$ cat src/rtl/vnorm_pkg.sv
// Package for the 3D vector normalizer: widths, pipeline depths and shared constants.
// No dependencies.
`timescale 1ns / 1ps
`default_nettype none
package vnorm_pkg;
   localparam int COMP_W      = 16;             // Q8.8 component
   localparam int MAG_W       = 16;             // |component|, up to 32768
   localparam int SUM_W       = 32;             // sum of squares, Q16.16
   localparam int ROOT_W      = SUM_W / 2;      // magnitude, Q8.8
   localparam int SQRT_STAGES = ROOT_W;         // one root bit per stage
   localparam int QUOT_W      = 15;             // |unit| <= 16384
   localparam int DIV_STAGES  = QUOT_W;         // one quotient bit per stage
   localparam int UNIT_SHIFT  = 14;             // Q1.14 scale

   typedef logic [MAG_W-1:0] mag_type;
   typedef logic [ROOT_W-1:0] root_type;

   // per-lane state travelling beside the magnitude
   typedef struct packed {
      mag_type mag;
      logic    neg;
   } lane_type;
endpackage
`default_nettype wire

$ cat src/rtl/vnorm_sqrt.sv
// Pipelined integer square root, one root bit per stage.
// Depends on vnorm_pkg.
`timescale 1ns / 1ps
`default_nettype none
module vnorm_sqrt (
   input  wire logic                        clock,
   input  wire logic                        enable,
   input  wire logic [vnorm_pkg::SUM_W-1:0] radicand,
   output      vnorm_pkg::root_type         root
);
   localparam int REM_W = vnorm_pkg::ROOT_W + 3;

   logic [vnorm_pkg::SUM_W-1:0] n_ff [vnorm_pkg::SQRT_STAGES];
   logic [REM_W-1:0]            r_ff [vnorm_pkg::SQRT_STAGES];
   vnorm_pkg::root_type         q_ff [vnorm_pkg::SQRT_STAGES];

   for (genvar k = 0; k < vnorm_pkg::SQRT_STAGES; k++) begin : g_stage
      localparam int P = vnorm_pkg::SQRT_STAGES - 1 - k;
      logic [vnorm_pkg::SUM_W-1:0] n_src;
      logic [REM_W-1:0]            r_src, r2, t;
      vnorm_pkg::root_type         q_src;
      logic                        take;

      if (k == 0) begin : g_first
         assign n_src = radicand;
         assign r_src = '0;
         assign q_src = '0;
      end else begin : g_next
         assign n_src = n_ff[k-1];
         assign r_src = r_ff[k-1];
         assign q_src = q_ff[k-1];
      end

      // bring down the next bit pair, trial subtract 4q+1
      assign r2   = {r_src[REM_W-3:0], n_src[2*P+1 -: 2]};
      assign t    = {1'b0, q_src, 2'b01};
      assign take = (r2 >= t);

      always_ff @(posedge clock) begin
         if (enable) begin
            n_ff[k] <= n_src;
            r_ff[k] <= take ? r2 - t : r2;
            q_ff[k] <= {q_src[vnorm_pkg::ROOT_W-2:0], take};
         end
      end
   end

   assign root = q_ff[vnorm_pkg::SQRT_STAGES-1];
endmodule
`default_nettype wire

$ cat config.mk
export PLATFORM = sky130hd
export DESIGN_NAME = vnorm_sqrt
export DESIGN_NICKNAME = d
export VERILOG_FILES = /design/src/rtl/vnorm_pkg.sv /design/src/rtl/vnorm_sqrt.sv
export SDC_FILE = /design/constraint.sdc
export NUM_CORES = 1
export LEC_CHECK = 0
export BUFFER_PORTS_ARGS = -buffer_cell sky130_fd_sc_hd__buf_2
export CORE_ASPECT_RATIO = 1.4
export CORE_MARGIN = 4
export CORE_UTILIZATION = 44
export CTS_BUF_LIST = sky130_fd_sc_hd__clkbuf_4
export DETAILED_ROUTE_END_ITERATION = 8
export PLACE_DENSITY = 0.59
export SYNTH_ARGS = -nofsm -noshare
export SYNTH_HDL_FRONTEND = slang
export SYNTH_SLANG_ARGS = --single-unit
$ cat constraint.sdc
create_clock -name clock -period 4.25 [get_ports clock]
set_input_delay 0.2125 -clock clock [delete_from_list [all_inputs] [get_ports clock]]
set_output_delay 0.2125 -clock clock [all_outputs]
set_load 0.05 [all_outputs]
==> metrics.csv <==
stage,metric,value,unit
run_status,status,finished clean,
grt,grt_pass1_wl,85.73,mm
worst_setup_path,cp_top_family,compound AO/OA/AOI/OAI gates,
timing,relSlewSlack,41.15,%
power,ir_drop,0.2879,mV
grt,grt_usage,15.74,%
synthesis,syn_nets,2288,
power,powerDensity,462.3,mW/mm²
synthesis,synth_edf_count,613,
worst_setup_path,crit_type,reg -> reg,
grt,grt_pass1_vias,17830,
timing,setup_viol,0,
routing,wl_per_cell,16.26,µm
layout,final_nets,2551,
synthesis,yosys-top-cells-count,"613 x edfxtp_1, 194 x inv_1, 152 x ha_1",
synthesis,yosysSeqAreaShare,65.46,%
synthesis,synth_area,0.02812,mm²
routing,route.detailed.drc,0,
floorplanning,pin_count,50,
synthesis,synth.distinct_cells,72,
worst_setup_path,worstPathBufferInverterCount,1,
power,p_comb_share,15.5,%
synthesis,synth-main-ff-cell,edfxtp_1,
synthesis,ys.warnings.count,0,
power,p_sw,0.003922,W
worst_setup_path,path_cells,"ha_1, nand4_1, o311ai_0, nor4_1, a21oi_1, buf_4, mux2_2",
routing,routed_wl,53.72,mm
floorplanning,initial_core_util,44.44,%
timing,timing.final.hold_violations,0,
synthesis,syn_inst,2102,
grt,grt_max_degree,111,
clock_network,cts_setup_buffers,0,
clock_network,cts_max_level,4,
floorplanning,die_h,307.1,µm
worst_setup_path,cp_max_fo,8,
clock_network,clock_latency,0.95,ns
worst_setup_path,slowest_stage,o311ai_0,
timing,max_freq,316.7,MHz
clock_network,cts_tree,done,
routing,ant_nets,0,
placement,io_buffers,49,
placement,dp_slack,1.112,ns
hold_path,hp-class,reg -> reg,
floorplanning,dieWidth,221.7,µm
timing,rsz0062_at_grt,false,
floorplanning,dieArea,0.06807,mm²
clock_network,cts_sinks,613,
power,switching_share,26.48,%
layout,drive_above_1_share,14.23,%
synthesis,yosys_register_bits,613,
power,p_seq_share,52.8,%
floorplanning,num_rows,109,
layout,area_growth,13.91,%
timing,tightest_slew,0.8752,ns
timing,fin_skew,0.03991,ns
routing,drt_iter0_drc,876,
worst_setup_path,endpoint_kind,flip-flop,
timing,slew_violations,0,
timing,setup_slack,1.093,ns
clock_network,cts_root_buffer,clkbuf_4,
worst_setup_path,crit_path_start_kind,flip-flop,
flow_run,cap_violations,0,
power,power.internal,0.01089,W
synthesis,synth_top_area_cell,edfxtp_1,
routing,vias,17250,
clock_network,cts_made_buffers,154,
timing,period_minus_slack,3.157,ns
synthesis,syn_area_per_cell,13.38,µm²
timing,worst_hold_slack,0.3986,ns
synthesis,synth_top_area_share,65.46,%
synthesis,synth_area_leaders,"edfxtp_1 65%, ha_1 6.8%, xor2_1 2.8%, inv_1 2.6%, o21ai_0 2.3%",
worst_setup_path,crit_required,4.94,ns
placement,dp.cells,2974,
worst_setup_path,critPathArrivalTime,3.84,ns
synthesis,async_reset_ff_share,0,%
grt,antenna_found_initial,2,
worst_setup_path,critPathMaxStageDelay,0.58,ns
floorplanning,core,0.06328,mm²
layout,final_cell_count_no_fill,3303,
routing,drt_pass1_iterations,5,
routing,vias_per_cell,5.222,
synthesis,yosysMostFrequentCell,edfxtp_1,
power,clkPwrFrac,31.7,%
placement,gp_congestion,0.8457,
grt,grt.overflow.total,0,
clock_network,cts.clk_slew.worst_paths,0.06,ns
clock_network,clock_path_buffers,3,
timing,post-route-period-util,74.29,%
power,cellLeakagePower,12.37,nW
placement,hpwl,37.82,mm
timing,tns,0,ns
==> worst register-to-register path: stages, from the launching register on <==
cell,delay (ns)
edfxtp_1,0.40
ha_1,0.39
nand4_1,0.23
o311ai_0,0.58
nor4_1,0.09
a21oi_1,0.57
buf_4,0.29
mux2_2,0.35
==> power groups by stage <==
stage / registers [W] / clock network [W] / logic (W)
floorplan: 0.00783 / 0 / 0.00162
global placement: 0.00795 / 0 / 0.00218
detailed placement: 0.00797 / 0 / 0.00224
CTS: 0.00784 / 0.00493 / 0.00230
global route: 0.00789 / 0.00525 / 0.00258
finish: 0.00783 / 0.00469 / 0.00229
==> state kept, by name, indices dropped and copies added (netlist names) <==
signal  count
n_ff      240
q_ff      136
r_ff      237
==> placed cells by master (no fill, tap or decap), drive strengths merged, types with 62 or more instances in the layout <==
cell,n
ha,152
a21oi,103
xor2,89
edfxtp,613
xnor2,62
o21ai,132
nor2,104
buf,65
nand2,130
dlygate4sd3,67
clkbuf,214
inv,198
==> cell type report <==
| class | count | area (µm²) |
|---|---|---|
| antenna | 5 | 12.51 |
| clock buffer | 214 | 1607 |
| clock inverter | 43 | 236.5 |
| sequential | 613 | 18410 |
| tap | 832 | 1041 |
| inverter | 194 | 728.2 |
| timing repair buffer | 132 | 1109 |
| fill | 5508 | 31250 |
| multi-input combinational | 1270 | 8889 |
==> stage by stage <==
step                total power [W]  cell area (µm²)  utilization [%]
global route                0.01572            32020            50.61
detailed placement          0.01020            29500            46.62
floorplan                  0.009450            28120                -
CTS                         0.01507            32020            50.60
global placement            0.01013            29500            46.62
finish                      0.01481            32030            50.61
==> cell families (layout without fill, tap and decap cells) <==
logic type	count (synthesis)	in the layout	synth area share, %
buf+inv	219	583	2.968
other cells	1	6	0.01334
flops	613	613	65.46
xor+xnor	151	151	4.730
mux	49	49	1.940
fa+ha+maj	152	152	6.763
compound gates	397	397	8.650
simple gates	520	520	9.473
==> path summary, 6_finish.rpt <==
| check | depth (start not counted) | slack (ns) | start | endpoint |
|---|---|---|---|---|
| setup reg to reg | 7 | 1.09 | r_ff[1][3] | r_ff[1][22] |
| hold reg to reg | 0 | 0.40 | n_ff[0][84] | n_ff[0][116] |
| setup / recovery | 7 | 1.09 | r_ff[1][3] | r_ff[1][22] |
| hold / removal | 0 | 0.40 | n_ff[0][84] | n_ff[0][116] |
==> layer usage <==
layer | global-route usage, % | up-vias | wire (µm)
li1 | - | 8433 | -
met1 | 14.61 | 8241 | 18650
met2 | 30.11 | 400 | 29760
met3 | 4.201 | 174 | 2286
met4 | 10.06 | 0 | 3013
met5 | 0 | - | 0
==> what timing repair did <==
action	in CTS	in global routing
hold buffers	67	0
endpoints found under the setup margin	0	0
gates resized for setup	0	0
hold endpoints to repair	136	0
No activity file was read; power rests on OpenSTA's default activity.
