==> config.mk <==
export PLATFORM = sky130hd
export DESIGN_NAME = vnorm_div_lane
export DESIGN_NICKNAME = d
export VERILOG_FILES = /design/src/rtl/vnorm_pkg.sv /design/src/rtl/vnorm_div_lane.sv
export SDC_FILE = /design/constraint.sdc
export NUM_CORES = 1
export LEC_CHECK = 0
export BUFFER_PORTS_ARGS = -buffer_cell sky130_fd_sc_hd__buf_4
export CAP_MARGIN = 20
export CORE_MARGIN = 4
export CORE_UTILIZATION = 45
export CTS_CLUSTER_SIZE = 28
export DETAILED_ROUTE_END_ITERATION = 16
export GPL_TIMING_DRIVEN = 1
export PLACE_DENSITY = 0.58
export SKIP_LAST_GASP = 1
export SYNTH_ARGS = -nofsm -noshare
export SYNTH_HDL_FRONTEND = slang
export SYNTH_SLANG_ARGS = --single-unit
==> constraint.sdc <==
create_clock -name clock -period 7.6 [get_ports clock]
set_input_delay 0 -clock clock [delete_from_list [all_inputs] [get_ports clock]]
set_output_delay 0 -clock clock [all_outputs]
set_load 0.005 [all_outputs]
==> src/rtl/vnorm_pkg.sv <==
// Package for the 3D vector normalizer: widths, pipeline depths and shared constants.
// No dependencies.
`timescale 1ns / 1ps
`default_nettype none
package vnorm_pkg;
   localparam int COMP_W      = 16;             // Q8.8 component
   localparam int MAG_W       = 16;             // |component|, up to 32768
   localparam int SUM_W       = 32;             // sum of squares, Q16.16
   localparam int ROOT_W      = SUM_W / 2;      // magnitude, Q8.8
   localparam int SQRT_STAGES = ROOT_W;         // one root bit per stage
   localparam int QUOT_W      = 15;             // |unit| <= 16384
   localparam int DIV_STAGES  = QUOT_W;         // one quotient bit per stage
   localparam int UNIT_SHIFT  = 14;             // Q1.14 scale

   typedef logic [MAG_W-1:0] mag_type;
   typedef logic [ROOT_W-1:0] root_type;

   // per-lane state travelling beside the magnitude
   typedef struct packed {
      mag_type mag;
      logic    neg;
   } lane_type;
endpackage
`default_nettype wire

==> src/rtl/vnorm_div_lane.sv <==
// One divider lane: (|c| << 14) / length, one quotient bit per stage, sign applied at the end.
// Depends on vnorm_pkg.
`timescale 1ns / 1ps
`default_nettype none
module vnorm_div_lane (
   input  wire logic                                clock,
   input  wire logic                                enable,
   input  wire vnorm_pkg::lane_type                 lane,
   input  wire vnorm_pkg::root_type                 divisor,
   output      logic signed [vnorm_pkg::COMP_W-1:0] unit
);
   localparam int REM_W = vnorm_pkg::ROOT_W + 1;

   logic [REM_W-1:0]             r_ff [vnorm_pkg::DIV_STAGES];
   logic [vnorm_pkg::QUOT_W-1:0] q_ff [vnorm_pkg::DIV_STAGES];
   vnorm_pkg::root_type          d_ff [vnorm_pkg::DIV_STAGES];
   logic                         s_ff [vnorm_pkg::DIV_STAGES];

   for (genvar k = 0; k < vnorm_pkg::DIV_STAGES; k++) begin : g_stage
      logic [REM_W-1:0]             r_src;
      logic [REM_W:0]               r2;
      logic [vnorm_pkg::QUOT_W-1:0] q_src;
      vnorm_pkg::root_type          d_src;
      logic                         s_src, nbit, take;

      if (k == 0) begin : g_first
         // numerator is mag << 14; for a non-zero vector the top part mag >> 1 is already below the divisor
         assign r_src = REM_W'(lane.mag >> 1);
         assign nbit  = lane.mag[0];
         assign q_src = '0;
         assign d_src = divisor;
         assign s_src = lane.neg;
      end else begin : g_next
         assign r_src = r_ff[k-1];
         assign nbit  = 1'b0;
         assign q_src = q_ff[k-1];
         assign d_src = d_ff[k-1];
         assign s_src = s_ff[k-1];
      end

      assign r2   = {r_src, nbit};
      assign take = (r2 >= (REM_W+1)'(d_src));

      always_ff @(posedge clock) begin
         if (enable) begin
            r_ff[k] <= REM_W'(take ? r2 - (REM_W+1)'(d_src) : r2);
            q_ff[k] <= {q_src[vnorm_pkg::QUOT_W-2:0], take};
            d_ff[k] <= d_src;
            s_ff[k] <= s_src;
         end
      end
   end

   logic [vnorm_pkg::COMP_W-1:0] q_ext;
   assign q_ext = vnorm_pkg::COMP_W'(q_ff[vnorm_pkg::DIV_STAGES-1]);
   assign unit  = s_ff[vnorm_pkg::DIV_STAGES-1] ? -q_ext : q_ext;
endmodule
`default_nettype wire

==> impl_metrics.ini <==
[run_status]
run_status = finished, final reports clean

[yosys]
synth_edf_count = 597
synth_fp_nets = 3085
ys_warns = 0
synthMostInstantiatedCell = sky130_fd_sc_hd__edfxtp_1
netlist_top_cells_area = sky130_fd_sc_hd__edfxtp_1 (56%), sky130_fd_sc_hd__ha_1 (9.3%), sky130_fd_sc_hd__o21ai_0 (4.0%), sky130_fd_sc_hd__inv_1 (3.3%), sky130_fd_sc_hd__nand2_1 (3.2%)
synthDominantCellAreaShare = 0.558
ys_ff_latch = 597
syn-instance-count = 2796
syn-mean-instance-area_um2 = 11.5
synth_seq_area_share = 0.558
synth_area_um2 = 32100
synth_top_cell_by_area = sky130_fd_sc_hd__edfxtp_1
yosys_most_used_dff = sky130_fd_sc_hd__edfxtp_1
synth_cell_type_count = 80
most_used_standard_cells_in_the_synthesized_netlist = sky130_fd_sc_hd__edfxtp_1 (597), sky130_fd_sc_hd__inv_1 (283), sky130_fd_sc_hd__nand2_1 (277)
share_of_async_settable_or_async_resettable_flops_after_synthesis = 0

[floorplan]
placementRows = 97
starting_density_of_the_core = 0.457
core_region_area_um2 = 70400
die-area_um2 = 75700
top_level_ports = 51
die_width_um = 275
die_h_um = 275

[final_layout]
register_area_um2 = 17900
multi_input_logic_area_um2 = 12900
final_layout_fill_cell_count = 6289
instances_no_fill = 3905
layout-drive-gt1-share = 0.0793
num-nets-final = 3203
synthToLayoutAreaGrowth_pct = 12.6
diodes = 0

[detailed_routing]
via_count = 21053
drt_drc_violations_left = 0
detailedRoute.firstIterationViolations = 1563
via_per_inst = 5.39
postRouteAntennaNets = 0
detailed_routing_iterations_pass_1 = 6
drt-total-wl_um = 66600
routed_wire_length_per_instance_um = 17.1

[cts]
clock_sink_count = 597
cts.repair.resized = 0
cts_htree_levels = 3
clock_tree_from_tritoncts = yes
path_clk_slew_ns = 0.06
clockRootBuffer = sky130_fd_sc_hd__clkbuf_16
insertion_delay_ns = 0.60
tritoncts.num_buffers = 70
clockBufferDepth = 3

[critical_path]
cp_cell_instances = fa_1 > nand2b_1 > a21oi_1 > nor4_1 > o21ai_0 > o2111ai_1 > nand4_1 > buf_4 > mux2_2
cp_slowest_cell = sky130_fd_sc_hd__o21ai_0
critical_path_class = flop to flop
worst_path_dominant_cell_family = compound AO/OA/AOI/OAI gates
cp-end-kind = flop
critPathMaxStageDelay_ns = 0.57
critical_path.max_fanout = 20
worstSetupPathDepth = 9
crit_path_start_kind = flop
reg2reg_depth = 9
required_ns = 7.94
worst_ep_arrival_time_ns = 3.82
critical_path_buf_inv_count = 1

[timing]
period_needed_ns = 3.48
hold_ws_ns = 0.137
slew-limit-headroom = 0.300
clock-skew-final_ns = 0.0159
rsz0062_at_grt = no
fin_ws_ns = 4.12
final.setup.tns_ns = 0
achievable-frequency_mhz = 288
worst_pin_slew_ns = 1.04
setup_viol = 0
fin_crit_share = 0.457
final_max_slew_viol_count = 0
final-hold-violation-count = 0

[power]
powerDensity_nw_per_um2 = 388
cellLeakagePower_uw = 0.0145
max-vdd-ir-drop_mv = 0.198
power.total_uw = 14100

[placed_design]
numPlacedInstances = 3745
placement.setup.worst_slack_ns = 4.14
routabilityCongestion = 0.875
post_detailed_placement_half_perimeter_wirelength_um = 48700
portBuffers = 50

[grt]
maximum_number_of_pins_on_one_net_before_global_route_repair = 162
groute.usage.overall = 0.175
grt_pass1_wl_um = 107000
grt_pass1_vias = 20374
antenna_found_initial = 1
globalRouteOverflowTotal = 0

[hold_path]
hold_depth = 2
hp-class = input port to flop

[flow_run]
cap_violations = 0
## registers in the layout (all words and copies together) (netlist names)
register / count
d_ff: 224
q_ff: 120
r_ff: 238
s_ff: 15
## cell type report
class | count | share of cell area
clock buffers | 86 | 0.0507
well taps | 940 | 0.0325
flip-flops and latches | 597 | 0.495
multi-input cells | 1861 | 0.357
clock inverters | 37 | 0.0103
inverters | 283 | 0.0294
repair buffers | 101 | 0.0251
## final timing paths
check | end | slack [ns] | start
max | r_ff[1][72]$_DFFE_PP_ | 4.12 | d_ff[1][48]$_DFFE_PP_
min | d_ff[0][8]$_DFFE_PP_ | 0.14 | divisor[8]
max reg2reg | r_ff[1][72]$_DFFE_PP_ | 4.12 | d_ff[1][48]$_DFFE_PP_
min reg2reg | q_ff[0][77]$_DFFE_PP_ | 0.41 | q_ff[0][61]$_DFFE_PP_
## repair_timing
item / in CTS / in global routing
hold buffers: 34 / 0
buffers inserted: 0 / 0
hold endpoints to repair: 100 / 0
## per-stage QoR
step	utilization	area, um^2
2_1_floorplan	-	32100
3_3_place_gp	0.477	33600
3_5_place_dp	0.477	33600
4_1_cts	0.514	36100
5_1_grt	0.514	36200
6_report	0.514	36200
## placed cells by master (no fill, tap or decap), types with 34 or more instances in the layout
cell / count
sky130_fd_sc_hd__nor3_1: 39
sky130_fd_sc_hd__nand2b_1: 43
sky130_fd_sc_hd__nand4_1: 35
sky130_fd_sc_hd__a21oi_1: 179
sky130_fd_sc_hd__xor2_1: 90
sky130_fd_sc_hd__nand2_1: 277
sky130_fd_sc_hd__dlygate4sd3_1: 34
sky130_fd_sc_hd__nor2b_1: 34
sky130_fd_sc_hd__ha_1: 240
sky130_fd_sc_hd__a21o_1: 84
sky130_fd_sc_hd__buf_4: 60
sky130_fd_sc_hd__o21ai_0: 259
sky130_fd_sc_hd__clkbuf_16: 71
sky130_fd_sc_hd__edfxtp_1: 597
sky130_fd_sc_hd__nor2_1: 119
sky130_fd_sc_hd__inv_1: 283
sky130_fd_sc_hd__xnor2_1: 94
## cell families after synthesis
| family | Yosys count | share of synthesized area |
|---|---|---|
| compound gates | 751 | 0.146 |
| simple gates | 649 | 0.0941 |
| flops | 597 | 0.558 |
| buf+inv | 338 | 0.0414 |
| fa+ha+maj | 254 | 0.102 |
| xor+xnor | 184 | 0.0502 |
| mux | 23 | 0.00818 |
## metal layers
layer,global-route usage,part of all wire,vias up
li1,-,-,10446
met1,0.235,0.45,10055
met2,0.293,0.48,430
met3,0.0303,0.041,120
met4,0.0546,0.028,2
met5,0,0.00020,-
## power by group
| group | leakage (uW) | internal [uW] | switching (uW) |
|---|---|---|---|
| Combinational | 0.00758 | 2350 | 3160 |
| Sequential | 0.00582 | 4810 | 493 |
| Clock | 0.00107 | 1950 | 1290 |
(Power assumes the default switching activity.)
