==> config.mk <==
export PLATFORM = sky130hd
export DESIGN_NAME = vnorm_square_lane
export DESIGN_NICKNAME = d
export VERILOG_FILES = /design/src/rtl/vnorm_pkg.sv /design/src/rtl/vnorm_square_lane.sv
export SDC_FILE = /design/constraint.sdc
export NUM_CORES = 1
export LEC_CHECK = 0
export CAP_MARGIN = 20
export CORE_MARGIN = 5
export CORE_UTILIZATION = 30
export CTS_CLUSTER_SIZE = 10
export DETAILED_ROUTE_END_ITERATION = 7
export DONT_BUFFER_PORTS = 1
export GPL_TIMING_DRIVEN = 0
export SYNTH_ARGS = -nofsm -noshare
export SYNTH_HDL_FRONTEND = slang
export SYNTH_SLANG_ARGS = --single-unit
==> constraint.sdc <==
create_clock -name clock -period 8.8 [get_ports clock]
set_input_delay 1.32 -clock clock [delete_from_list [all_inputs] [get_ports clock]]
set_output_delay 1.32 -clock clock [all_outputs]
set_load 0.05 [all_outputs]
==> src/rtl/vnorm_pkg.sv <==
// Package for the 3D vector normalizer: widths, pipeline depths and shared constants.
// No dependencies.
`timescale 1ns / 1ps
`default_nettype none
package vnorm_pkg;
   localparam int COMP_W      = 16;             // Q8.8 component
   localparam int MAG_W       = 16;             // |component|, up to 32768
   localparam int SUM_W       = 32;             // sum of squares, Q16.16
   localparam int ROOT_W      = SUM_W / 2;      // magnitude, Q8.8
   localparam int SQRT_STAGES = ROOT_W;         // one root bit per stage
   localparam int QUOT_W      = 15;             // |unit| <= 16384
   localparam int DIV_STAGES  = QUOT_W;         // one quotient bit per stage
   localparam int UNIT_SHIFT  = 14;             // Q1.14 scale

   typedef logic [MAG_W-1:0] mag_type;
   typedef logic [ROOT_W-1:0] root_type;

   // per-lane state travelling beside the magnitude
   typedef struct packed {
      mag_type mag;
      logic    neg;
   } lane_type;
endpackage
`default_nettype wire

==> src/rtl/vnorm_square_lane.sv <==
// One component lane: absolute value, sign and square, registered.
// Depends on vnorm_pkg.
`timescale 1ns / 1ps
`default_nettype none
module vnorm_square_lane (
   input  wire logic                                clock,
   input  wire logic                                enable,
   input  wire logic signed [vnorm_pkg::COMP_W-1:0] comp,
   output      vnorm_pkg::lane_type                 lane_ff,
   output      logic [vnorm_pkg::SUM_W-1:0]         square_ff
);
   vnorm_pkg::lane_type lane_in;

   always_comb begin
      lane_in.neg = comp[vnorm_pkg::COMP_W-1];
      // -(-32768) needs the 17th bit, so negate in MAG_W+1 and keep MAG_W
      lane_in.mag = lane_in.neg ? vnorm_pkg::mag_type'(-{1'b1, comp})
                                : vnorm_pkg::mag_type'(comp);
   end

   always_ff @(posedge clock) begin
      if (enable) begin
         lane_ff   <= lane_in;
         square_ff <= lane_in.mag * lane_in.mag;
      end
   end
endmodule
`default_nettype wire

==> results of run 1 <==
==> per-layer routing <==
| layer | vias to the layer above | share of wire | GRT usage | routed length [µm] |
|---|---|---|---|---|
| li1 | 2836 | - | - | - |
| met1 | 3083 | 0.42 | 0.159 | 8470 |
| met2 | 125 | 0.50 | 0.212 | 10100 |
| met3 | 22 | 0.066 | 0.0294 | 1330 |
| met4 | 0 | 0.012 | 0.0201 | 243 |
| met5 | - | 0 | 0 | 0 |
==> synth_stat cells (3+ instances only) <==
| library cell | n | share of area |
|---|---|---|
| ha_1 | 97 | 0.14 |
| a31oi_1 | 5 | 0.0035 |
| edfxtp_1 | 47 | 0.16 |
| fa_1 | 164 | 0.37 |
| a21o_1 | 19 | 0.016 |
| nor3_1 | 5 | 0.0028 |
| buf_4 | 4 | 0.0034 |
| o211ai_1 | 5 | 0.0042 |
| nor2_1 | 61 | 0.026 |
| o31ai_1 | 3 | 0.0025 |
| inv_1 | 248 | 0.11 |
| clkinv_1 | 6 | 0.0025 |
| xnor2_1 | 23 | 0.023 |
| clkbuf_1 | 10 | 0.0042 |
| o21a_1 | 3 | 0.0025 |
| inv_2 | 3 | 0.0013 |
| o21ai_0 | 16 | 0.0090 |
| nand2_1 | 84 | 0.036 |
| a21oi_1 | 19 | 0.011 |
| xor2_1 | 20 | 0.020 |
| and2_1 | 3 | 0.0021 |
| nand3_1 | 8 | 0.0045 |
| o21bai_1 | 4 | 0.0034 |
| nor3b_1 | 3 | 0.0025 |
| a21boi_0 | 4 | 0.0034 |
==> stage by stage <==
step / area [µm²] / util
5_1_grt: 9850 / 0.335
2_1_floorplan: 8900 / -
3_5_place_dp: 9390 / 0.319
4_1_cts: 9730 / 0.331
3_3_place_gp: 9390 / 0.319
6_report: 9850 / 0.335
==> registers in the layout, summed over array words and instances, names as in the netlist <==
signal     cells
lane_ff       17
square_ff     30
==> placed cells by master (no fill, tap or decap), types with 5 or more instances in the layout <==
cell	n
inv_1	248
a21oi_1	18
ha_1	97
edfxtp_1	47
xnor2_2	5
conb_1	12
a21o_1	19
clkbuf_16	5
nand3_1	7
xor2_1	11
nor3_1	5
clkinv_2	5
o211ai_1	5
xor2_2	8
nor2_1	61
xnor2_1	20
buf_4	17
nand2_1	84
clkbuf_1	6
fa_1	164
o21ai_0	13
==> worst max-delay path, cell delays in order <==
cell        delay (ns)
clkinvlp_4        0.16
buf_6             0.21
ha_1              0.24
a21boi_0          0.30
xor2_2            0.42
buf_2             0.37
nand2_1           0.13
fa_1              0.57
fa_1              0.50
inv_1             0.06
fa_1              0.50
fa_1              0.48
fa_1              0.51
inv_1             0.05
fa_1              0.48
inv_1             0.04
ha_1              0.31
or2_2             0.33
and2_1            0.18
and4_1            0.22
a221oi_2          0.26
buf_4             0.17
a31oi_1           0.19
o211a_1           0.27
o311a_1           0.29
==> final cells by class <==
type,count,area [µm²],area share
clock buffer,5,125,0.0127
tap,390,488,0.0495
buffer,16,91.3,0.00927
inverter,257,978,0.0994
sequential,47,1410,0.143
clock inverter,3,38.8,0.00394
timing repair buffer,12,90.1,0.00915
multi-input combinational,600,6630,0.673
==> worst min path at each step <==
stage | start | end | slack (ns) | cells past startpoint
detailed placement | comp[0] | lane_ff[1] | 1.42 | 0
global placement | comp[0] | lane_ff[1] | 1.42 | 0
CTS | comp[0] | lane_ff[1] | 1.10 | 0
global route | comp[0] | lane_ff[1] | 1.10 | 0
floorplan | comp[15] | lane_ff[0] | 1.42 | 0
finish | comp[0] | lane_ff[1] | 1.11 | 0
==> cell families after synthesis <==
kind of cell    after synthesis  synth area share
buf+inv                     273             0.117
fa+ha+maj                   261             0.507
simple gates                183            0.0922
compound gates               98            0.0758
flops                        47             0.159
xor+xnor                     45            0.0462
other cells                   2          0.000847
mux                           1           0.00113
==> timing repair <==
action	4_1_cts	5_1_grt
setup endpoints to repair	19	10
buffers inserted	6	6
resized for setup	29	20
pin swaps	4	4
==> load_flow_metrics.sql, run 1 <==
INSERT INTO impl_metrics (metric_group, metric, value, unit) VALUES
('place', 'dp_hpwl', '16.8', 'mm'),
('floorplanning', 'io_pins', '67', ''),
('sta', 'post-route-min-period', '8.51', 'ns'),
('finish', 'fill_cells', '2968', ''),
('yosys', 'synth_cells', '910', ''),
('yosys', 'synthFlopType', 'edfxtp_1', ''),
('finish', 'drive_gt1_frac', '0.0766', ''),
('drt', 'drt-total-wl', '20.1', 'mm'),
('sta', 'tightestPinTransition', '0.634', 'ns'),
('cts', 'tritoncts_clock_tree', 'done', ''),
('yosys', 'yosysWarnings', '0', ''),
('sta', 'finalHoldViolCount', '0', ''),
('critical_path', 'critPathArrivalTime', '8.56', 'ns'),
('flow_run', 'max_capacitance_violation_count', '0', ''),
('cts', 'cts.hold.buffers_added', '0', ''),
('global_route', 'grt_remaining_overflow', '0', ''),
('critical_path', 'crit_path_end_kind', 'flip-flop', ''),
('critical_path', 'start_kind', 'input pin', ''),
('sta', 'worst_hold_check_slack', '1.11', 'ns'),
('global_route', 'via_count_of_the_first_global_routing_pass', '6442', ''),
('yosys', 'yosysSeqAreaShare', '0.159', ''),
('critical_path', 'worst_setup_path_startpoint', 'comp[0]', ''),
('global_route', 'number_of_antenna_violations_at_the_first_check_in_global_routing', '0', ''),
('place', 'post_place_setup_slack', '-1.82', 'ns'),
('yosys', 'async_set_reset_flop_share_out_of_synthesis', '0', ''),
('outcome', 'result_of_the_run', 'complete, no violations', ''),
('drt', 'route.detailed.drc', '0', ''),
('drt', 'vias', '6066', ''),
('floorplanning', 'core', '0.0294', 'mm²'),
('floorplanning', 'floorplan.initialDensity', '0.302', ''),
('place', 'routabilityCongestion', '0.896', ''),
('cts', 'cts_root_buffer_type', 'clkbuf_16', ''),
('drt', 'drt_pre_antenna_iters', '4', ''),
('finish', 'n_antenna_cell', '0', ''),
('sta', 'fin_crit_sh', '0.967', ''),
('sta', 'finalSetupTns', '0', 'ns'),
('floorplanning', 'core.rowCount', '63', ''),
('cts', 'clock_sinks', '47', ''),
('global_route', 'grt_max_degree', '48', ''),
('floorplanning', 'die_width', '182', 'µm'),
('global_route', 'grt_pass1_wl', '32.5', 'mm'),
('sta', 'clock.fmax', '0.117', 'GHz'),
('cts', 'clock_tree.htree_level_count', '2', ''),
('floorplanning', 'dieHeight', '182', 'µm'),
('drt', 'route.antenna.remaining_nets', '0', ''),
('sta', 'report.final.slew_viol_count', '0', ''),
('sta', 'fin_ws', '0.287', 'ns'),
('place', 'port_buffers', '0', ''),
('finish', 'area_growth_syn_to_layout', '11.1', '%'),
('sta', 'report.final.setup_viol', '0', ''),
('finish', 'finish.cell_count_without_fillers', '1330', ''),
('place', 'dp_cells', '1310', ''),
('cts', 'worst_setup_hold_path_clk_slew', '0.07', 'ns'),
('cts', 'tritoncts_buffer_count', '5', ''),
('drt', 'drt-initial-drc-count', '345', ''),
('yosys', 'synth_enable_flop_cells', '47', ''),
('hold_path', 'timing.hold.worst.class', 'in2reg', ''),
('sta', 'max_slew_margin', '0.578', ''),
('drt', 'routed_via_density', '4.56', ''),
('yosys', 'post_synth_num_cell_types', '58', ''),
('critical_path', 'worst_setup_path_endpoint', 'square_ff[29]', ''),
('critical_path', 'crit_required', '8.85', 'ns'),
('drt', 'post_drt_wl_per_cell', '15.1', 'µm'),
('yosys', 'synth.avg_cell_area', '9.74', 'µm²'),
('yosys', 'post_synth_instance_area', '0.00886', 'mm²'),
('floorplanning', 'fp.dieArea', '0.0331', 'mm²'),
('critical_path', 'critical_path.max_fanout', '11', ''),
('critical_path', 'criticalPathCategory', 'in2reg', ''),
('yosys', 'synth-seq-cells', '47', ''),
('global_route', 'global_route.usage.total', '0.123', ''),
('cts', 'clock_tree.buffer_depth', '2', ''),
('finish', 'num-nets-final', '1218', '');
Power of run 1 is not shown: default switching activity piles up to over one toggle a cycle in this logic, so the estimate is an artifact.
==> run 2, diff against run 1 <==
==> constraint.sdc (replaced) <==
create_clock -name clock -period 9.3 [get_ports clock]
set_input_delay 1.395 -clock clock [delete_from_list [all_inputs] [get_ports clock]]
set_output_delay 1.395 -clock clock [all_outputs]
set_load 0.05 [all_outputs]
==> load_flow_metrics.sql, run 2 (synthesized netlist as in run 1, its figures left out) <==
INSERT INTO impl_metrics (metric_group, metric, value, unit) VALUES
('outcome', 'result_of_the_run', 'complete, no violations', ''),
('hold_path', 'worstHoldEndpoint', 'lane_ff[1]', ''),
('finish', 'largest_register_ffs', '30', ''),
('floorplanning', 'dieHeight', '182', 'µm'),
('critical_path', 'critical_path.max_fanout', '10', ''),
('cts', 'tritoncts_clock_tree', 'done', ''),
('place', 'dp_hpwl', '16.8', 'mm'),
('drt', 'drt-initial-drc-count', '361', ''),
('floorplanning', 'core.rowCount', '63', ''),
('finish', 'regMostFlops', 'square_ff', ''),
('floorplanning', 'die_width', '182', 'µm'),
('finish', 'design_area', '0.00974', 'mm²'),
('cts', 'worst_setup_hold_path_clk_slew', '0.07', 'ns'),
('hold_path', 'timing.hold.worst.class', 'in2reg', ''),
('finish', 'drive_gt1_frac', '0.0630', ''),
('critical_path', 'crit_path_end_kind', 'flip-flop', ''),
('place', 'dpl_cell_area', '0.00939', 'mm²'),
('place', 'port_buffers', '0', ''),
('drt', 'drt-total-wl', '20.1', 'mm'),
('critical_path', 'critPathArrivalTime', '9.04', 'ns'),
('drt', 'drt_pre_antenna_iters', '4', ''),
('finish', 'n_antenna_cell', '0', ''),
('global_route', 'grt_max_degree', '48', ''),
('critical_path', 'worst_setup_path_startpoint', 'comp[15]', ''),
('critical_path', 'start_kind', 'input pin', ''),
('drt', 'route.antenna.remaining_nets', '0', ''),
('finish', 'num-nets-final', '1215', ''),
('finish', 'layout.cells.most_common', 'inv_1', ''),
('cts', 'clock_tree.buffer_depth', '2', ''),
('global_route', 'global_route.usage.total', '0.123', ''),
('drt', 'vias', '6045', ''),
('sta', 'report.final.setup_viol', '0', ''),
('finish', 'final_core_density', '0.331', ''),
('critical_path', 'cp_slowest_cell', 'fa_1', ''),
('finish', 'area_growth_syn_to_layout', '9.84', '%'),
('global_route', 'grt_remaining_overflow', '0', ''),
('sta', 'tightestPinTransition', '0.792', 'ns'),
('sta', 'post-route-min-period', '9.00', 'ns'),
('drt', 'post_drt_wl_per_cell', '15.1', 'µm'),
('floorplanning', 'io_pins', '67', ''),
('hold_path', 'hp-start', 'comp[0]', ''),
('sta', 'fin_crit_sh', '0.968', ''),
('hold_path', 'hold_path_depth', '0', ''),
('critical_path', 'critical-path-max-stage-delay', '0.54', 'ns'),
('finish', 'layout.cells.most_common_list', 'inv_1, fa_1, ha_1, nand2_1, nor2_1', ''),
('finish', 'leading_registers_by_flop_count', 'square_ff: 30 flops, lane_ff: 17 flops', ''),
('floorplanning', 'floorplan.initialDensity', '0.302', ''),
('cts', 'cts_root_buffer_type', 'clkbuf_16', ''),
('sta', 'finalSetupTns', '0', 'ns'),
('sta', 'report.final.slew_viol_count', '0', ''),
('cts', 'tritoncts_buffer_count', '5', ''),
('global_route', 'grt_pass1_wl', '32.5', 'mm'),
('cts', 'clock_tree.htree_level_count', '2', ''),
('drt', 'routed_via_density', '4.56', ''),
('drt', 'route.detailed.drc', '0', ''),
('place', 'post_place_setup_slack', '-1.39', 'ns'),
('floorplanning', 'core', '0.0294', 'mm²'),
('critical_path', 'criticalPathCategory', 'in2reg', ''),
('critical_path', 'crit_top_cell', 'inv_1', ''),
('floorplanning', 'fp.dieArea', '0.0331', 'mm²'),
('place', 'routabilityCongestion', '0.896', ''),
('cts', 'clock_sinks', '47', ''),
('sta', 'finalHoldViolCount', '0', ''),
('sta', 'max_slew_margin', '0.470', ''),
('critical_path', 'crit_required', '9.34', 'ns'),
('flow_run', 'max_capacitance_violation_count', '0', ''),
('sta', 'fin_ws', '0.300', 'ns'),
('sta', 'clock.fmax', '0.111', 'GHz'),
('global_route', 'number_of_antenna_violations_at_the_first_check_in_global_routing', '0', ''),
('global_route', 'via_count_of_the_first_global_routing_pass', '6408', '');
## run 2: changes by cell type in the layout (fill, tap and decap cells not counted), sizes merged
cell / change
buf: -5
clkbuf: +2
clkinv: -1
clkinvlp: +1
## run 2: layout make-up
cell class,count,area [µm²]
sequential,47,1410
multi-input combinational,600,6550
clock buffer,5,125
inverter,257,975
fill,2981,19700
buffer,16,83.8
clock inverter,3,38.8
timing repair buffer,9,67.6
tap,390,488
## run 2: worst max-delay path, delay by kind of cell
kind	cells	cell delay [ns]
compound gates	5	1.32
xor+xnor	2	0.59
simple gates	3	0.86
buf+inv	10	1.55
fa+ha+maj	7	3.30
## run 2: worst max path at each step
stage	to	slack [ns]	cells after the start
2_1_floorplan	square_ff[30]	0.62	31
3_3_place_gp	square_ff[30]	-1.42	31
3_5_place_dp	square_ff[30]	-1.39	31
4_1_cts	square_ff[29]	0.02	26
5_1_grt	square_ff[30]	-0.01	27
6_report	square_ff[30]	0.30	27
## run 2: stage by stage
| step | instances | hold slack (ns) |
|---|---|---|
| finish | 1327 | 1.19 |
| global route | 1327 | 1.17 |
| floorplan | 920 | 1.49 |
| CTS | 1320 | 1.18 |
| global placement | 1310 | 1.49 |
| detailed placement | 1310 | 1.49 |
## run 2: routing by layer
layer	up-vias	wire length, µm	GRT usage
met3	25	1450	0.0329
met4	0	280	0.0219
met5	-	0	0
met2	134	9940	0.211
li1	2833	-	-
met1	3053	8410	0.157
## run 2: repair_timing
item | in CTS | in global routing
setup buffers | 2 | 6
endpoints found under the setup margin | 17 | 11
hold buffers | 0 | 0
gates resized for setup | 13 | 16
pin swaps | 2 | 2
Power of run 2 is left out for the same reason.
==> run 3, diff against run 2 <==
--- a/config.mk
+++ b/config.mk
@@ -5,6 +5,7 @@
 export SDC_FILE = /design/constraint.sdc
 export NUM_CORES = 1
 export LEC_CHECK = 0
+export ABC_AREA = 1
 export CAP_MARGIN = 20
 export CORE_MARGIN = 5
 export CORE_UTILIZATION = 30
==> load_flow_metrics.sql, run 3 <==
INSERT INTO impl_metrics (metric_group, metric, value, unit) VALUES
('outcome', 'result_of_the_run', 'complete, no violations', ''),
('floorplanning', 'io_pins', '67', ''),
('cts', 'postCtsResizedCells', '0', ''),
('cts', 'worst_setup_hold_path_clk_slew', '0.08', 'ns'),
('floorplanning', 'die_width', '192', 'µm'),
('critical_path', 'criticalPathCategory', 'in2reg', ''),
('cts', 'tritoncts_buffer_count', '5', ''),
('yosys', 'post_synth_instance_area', '0.00992', 'mm²'),
('sta', 'finalHoldViolCount', '0', ''),
('yosys', 'post_synth_num_cell_types', '36', ''),
('global_route', 'grt_max_degree', '48', ''),
('floorplanning', 'core.rowCount', '66', ''),
('finish', 'regMostFlops', 'square_ff', ''),
('sta', 'rsz0062_at_grt', 'no', ''),
('cts', 'cts_root_buffer_type', 'clkbuf_16', ''),
('drt', 'drt-total-wl', '24.4', 'mm'),
('drt', 'top_layer_reached_by_signal_wires', 'met4', ''),
('floorplanning', 'dieHeight', '192', 'µm'),
('drt', 'vias', '7446', ''),
('finish', 'largest_register_ffs', '30', ''),
('yosys', 'yosysWarnings', '0', ''),
('global_route', 'via_count_of_the_first_global_routing_pass', '7939', ''),
('drt', 'route.detailed.drc', '0', ''),
('yosys', 'synth.avg_cell_area', '8.06', 'µm²'),
('global_route', 'grt_pass1_wl', '40.6', 'mm'),
('cts', 'tritoncts_clock_tree', 'done', ''),
('drt', 'drt_pre_antenna_iters', '5', ''),
('finish', 'multiInputGateArea', '0.00703', 'mm²'),
('yosys', 'synthTopCellsByCount', 'inv_1, nand2_1, fa_1, ha_1, nor2_1', ''),
('finish', 'design_area', '0.0107', 'mm²'),
('critical_path', 'cp_slowest_cell', 'clkbuf_1', ''),
('yosys', 'synth_top_area_cell', 'fa_1', ''),
('floorplanning', 'core', '0.0326', 'mm²'),
('global_route', 'number_of_antenna_violations_at_the_first_check_in_global_routing', '0', ''),
('yosys', 'async_set_reset_flop_share_out_of_synthesis', '0', ''),
('critical_path', 'worst_path_dominant_cell_family', 'adder cells', ''),
('drt', 'post_drt_wl_per_cell', '14.4', 'µm'),
('sta', 'tightestPinTransition', '0.656', 'ns'),
('critical_path', 'critPathArrivalTime', '8.43', 'ns'),
('sta', 'fin_crit_sh', '0.900', ''),
('yosys', 'yosysSeqAreaShare', '0.142', ''),
('finish', 'area_growth_syn_to_layout', '7.69', '%'),
('sta', 'max_slew_margin', '0.562', ''),
('sta', 'post-route-min-period', '8.37', 'ns'),
('yosys', 'synthFlopType', 'edfxtp_1', ''),
('place', 'port_buffers', '0', ''),
('cts', 'cts_setup_buffers', '0', ''),
('critical_path', 'start_kind', 'input pin', ''),
('global_route', 'grt_remaining_overflow', '0', ''),
('critical_path', 'critical-path-max-stage-delay', '0.54', 'ns'),
('yosys', 'synth.top_cells.by_area', 'fa_1, edfxtp_1, inv_1', ''),
('drt', 'routed_via_density', '4.40', ''),
('finish', 'drive_gt1_frac', '0.0600', ''),
('sta', 'report.final.slew_viol_count', '0', ''),
('hold_path', 'timing.hold.worst.class', 'in2reg', ''),
('drt', 'wire_length_on_met1', '10.6', 'mm'),
('sta', 'report.final.setup_viol', '0', ''),
('place', 'dpl_cell_area', '0.0105', 'mm²'),
('yosys', 'synth-seq-cells', '47', ''),
('finish', 'num-nets-final', '1527', ''),
('finish', 'seq_area', '0.00141', 'mm²'),
('floorplanning', 'fp.dieArea', '0.0368', 'mm²'),
('yosys', 'post-synth-top-area-fraction', '0.331', ''),
('global_route', 'global_route.usage.total', '0.141', ''),
('critical_path', 'crit_required', '9.36', 'ns'),
('cts', 'clock_tree.buffer_depth', '2', ''),
('drt', 'met3RoutedLength', '1.36', 'mm'),
('drt', 'drt-initial-drc-count', '406', ''),
('cts', 'clock_tree.htree_level_count', '2', ''),
('sta', 'clock.fmax', '0.119', 'GHz'),
('floorplanning', 'floorplan.initialDensity', '0.304', ''),
('critical_path', 'critical_path.max_fanout', '11', ''),
('finish', 'layout.cells.most_common', 'inv_1', ''),
('finish', 'n_antenna_cell', '0', ''),
('place', 'routabilityCongestion', '0.892', ''),
('flow_run', 'max_capacitance_violation_count', '0', ''),
('yosys', 'synth_enable_flop_cells', '47', ''),
('cts', 'clock_sinks', '47', ''),
('cts', 'cts.hold.buffers_added', '0', ''),
('place', 'dp_hpwl', '20.9', 'mm'),
('drt', 'route.antenna.remaining_nets', '0', ''),
('sta', 'finalSetupTns', '0', 'ns'),
('finish', 'leading_registers_by_flop_count', 'square_ff: 30 flops, lane_ff: 17 flops', ''),
('finish', 'layout.cells.most_common_list', 'inv_1, nand2_1, fa_1, ha_1, nor2_1', ''),
('critical_path', 'path_buf_inv', '10', ''),
('yosys', 'post-synth-top-count-cell', 'inv_1', ''),
('drt', 'routed-wl-met2', '12.2', 'mm'),
('finish', 'fill_cells', '3483', ''),
('yosys', 'synth_cells', '1231', ''),
('critical_path', 'crit_path_end_kind', 'flip-flop', '');
[run 3: cell count changes after synthesis, moves of 10 or more]
cell,previous run,this run
nand3_1,8,49
a21o_1,19,2
nand2_1,84,285
inv_1,248,351
xnor2_1,23,2
nor2_1,61,93
o21ai_0,16,6
inv_2,3,14
nand2_2,1,11
[run 3: area by class of cell]
type / instances / share of cell area
sequential: 47 / 0.132
clock inverter: 3 / 0.00445
buffer: 18 / 0.0121
tap: 442 / 0.0518
inverter: 367 / 0.130
multi-input combinational: 809 / 0.658
clock buffer: 5 / 0.0117
[run 3: stage by stage]
step	setup slack, ns	hold slack (ns)	utilization	cells
2_1_floorplan	1.90	1.49	-	1241
3_3_place_gp	0.654	1.49	0.322	1683
3_5_place_dp	0.618	1.49	0.322	1683
4_1_cts	0.954	1.16	0.328	1691
5_1_grt	0.633	1.16	0.328	1691
6_report	0.930	1.18	0.328	1691
[run 3: final timing paths]
kind / start / endpoint / slack [ns] / cells past startpoint
hold / removal: comp[15] / lane_ff[0] / 1.18 / 0
setup / recovery: comp[0] / square_ff[31] / 0.93 / 31
[run 3: cells by family (layout without fill, tap and decap cells)]
logic type | count (synthesis) | in the layout | share of synthesized area
AO/OA/AOI/OAI | 34 | 34 | 0.0204
XOR/XNOR | 21 | 21 | 0.0242
adder cells (fa/ha/maj) | 261 | 261 | 0.453
buffers and inverters | 385 | 393 | 0.153
flip-flops | 47 | 47 | 0.142
other | 2 | 12 | 0.000757
AND/OR/NAND/NOR | 481 | 481 | 0.207
[run 3: metal layers]
metal,global-route usage,vias to the layer above
met3,0.0249,22
met5,0,-
met1,0.183,3636
li1,-,3613
met2,0.252,175
met4,0.0232,0
Power of run 3 is left out for the same reason.
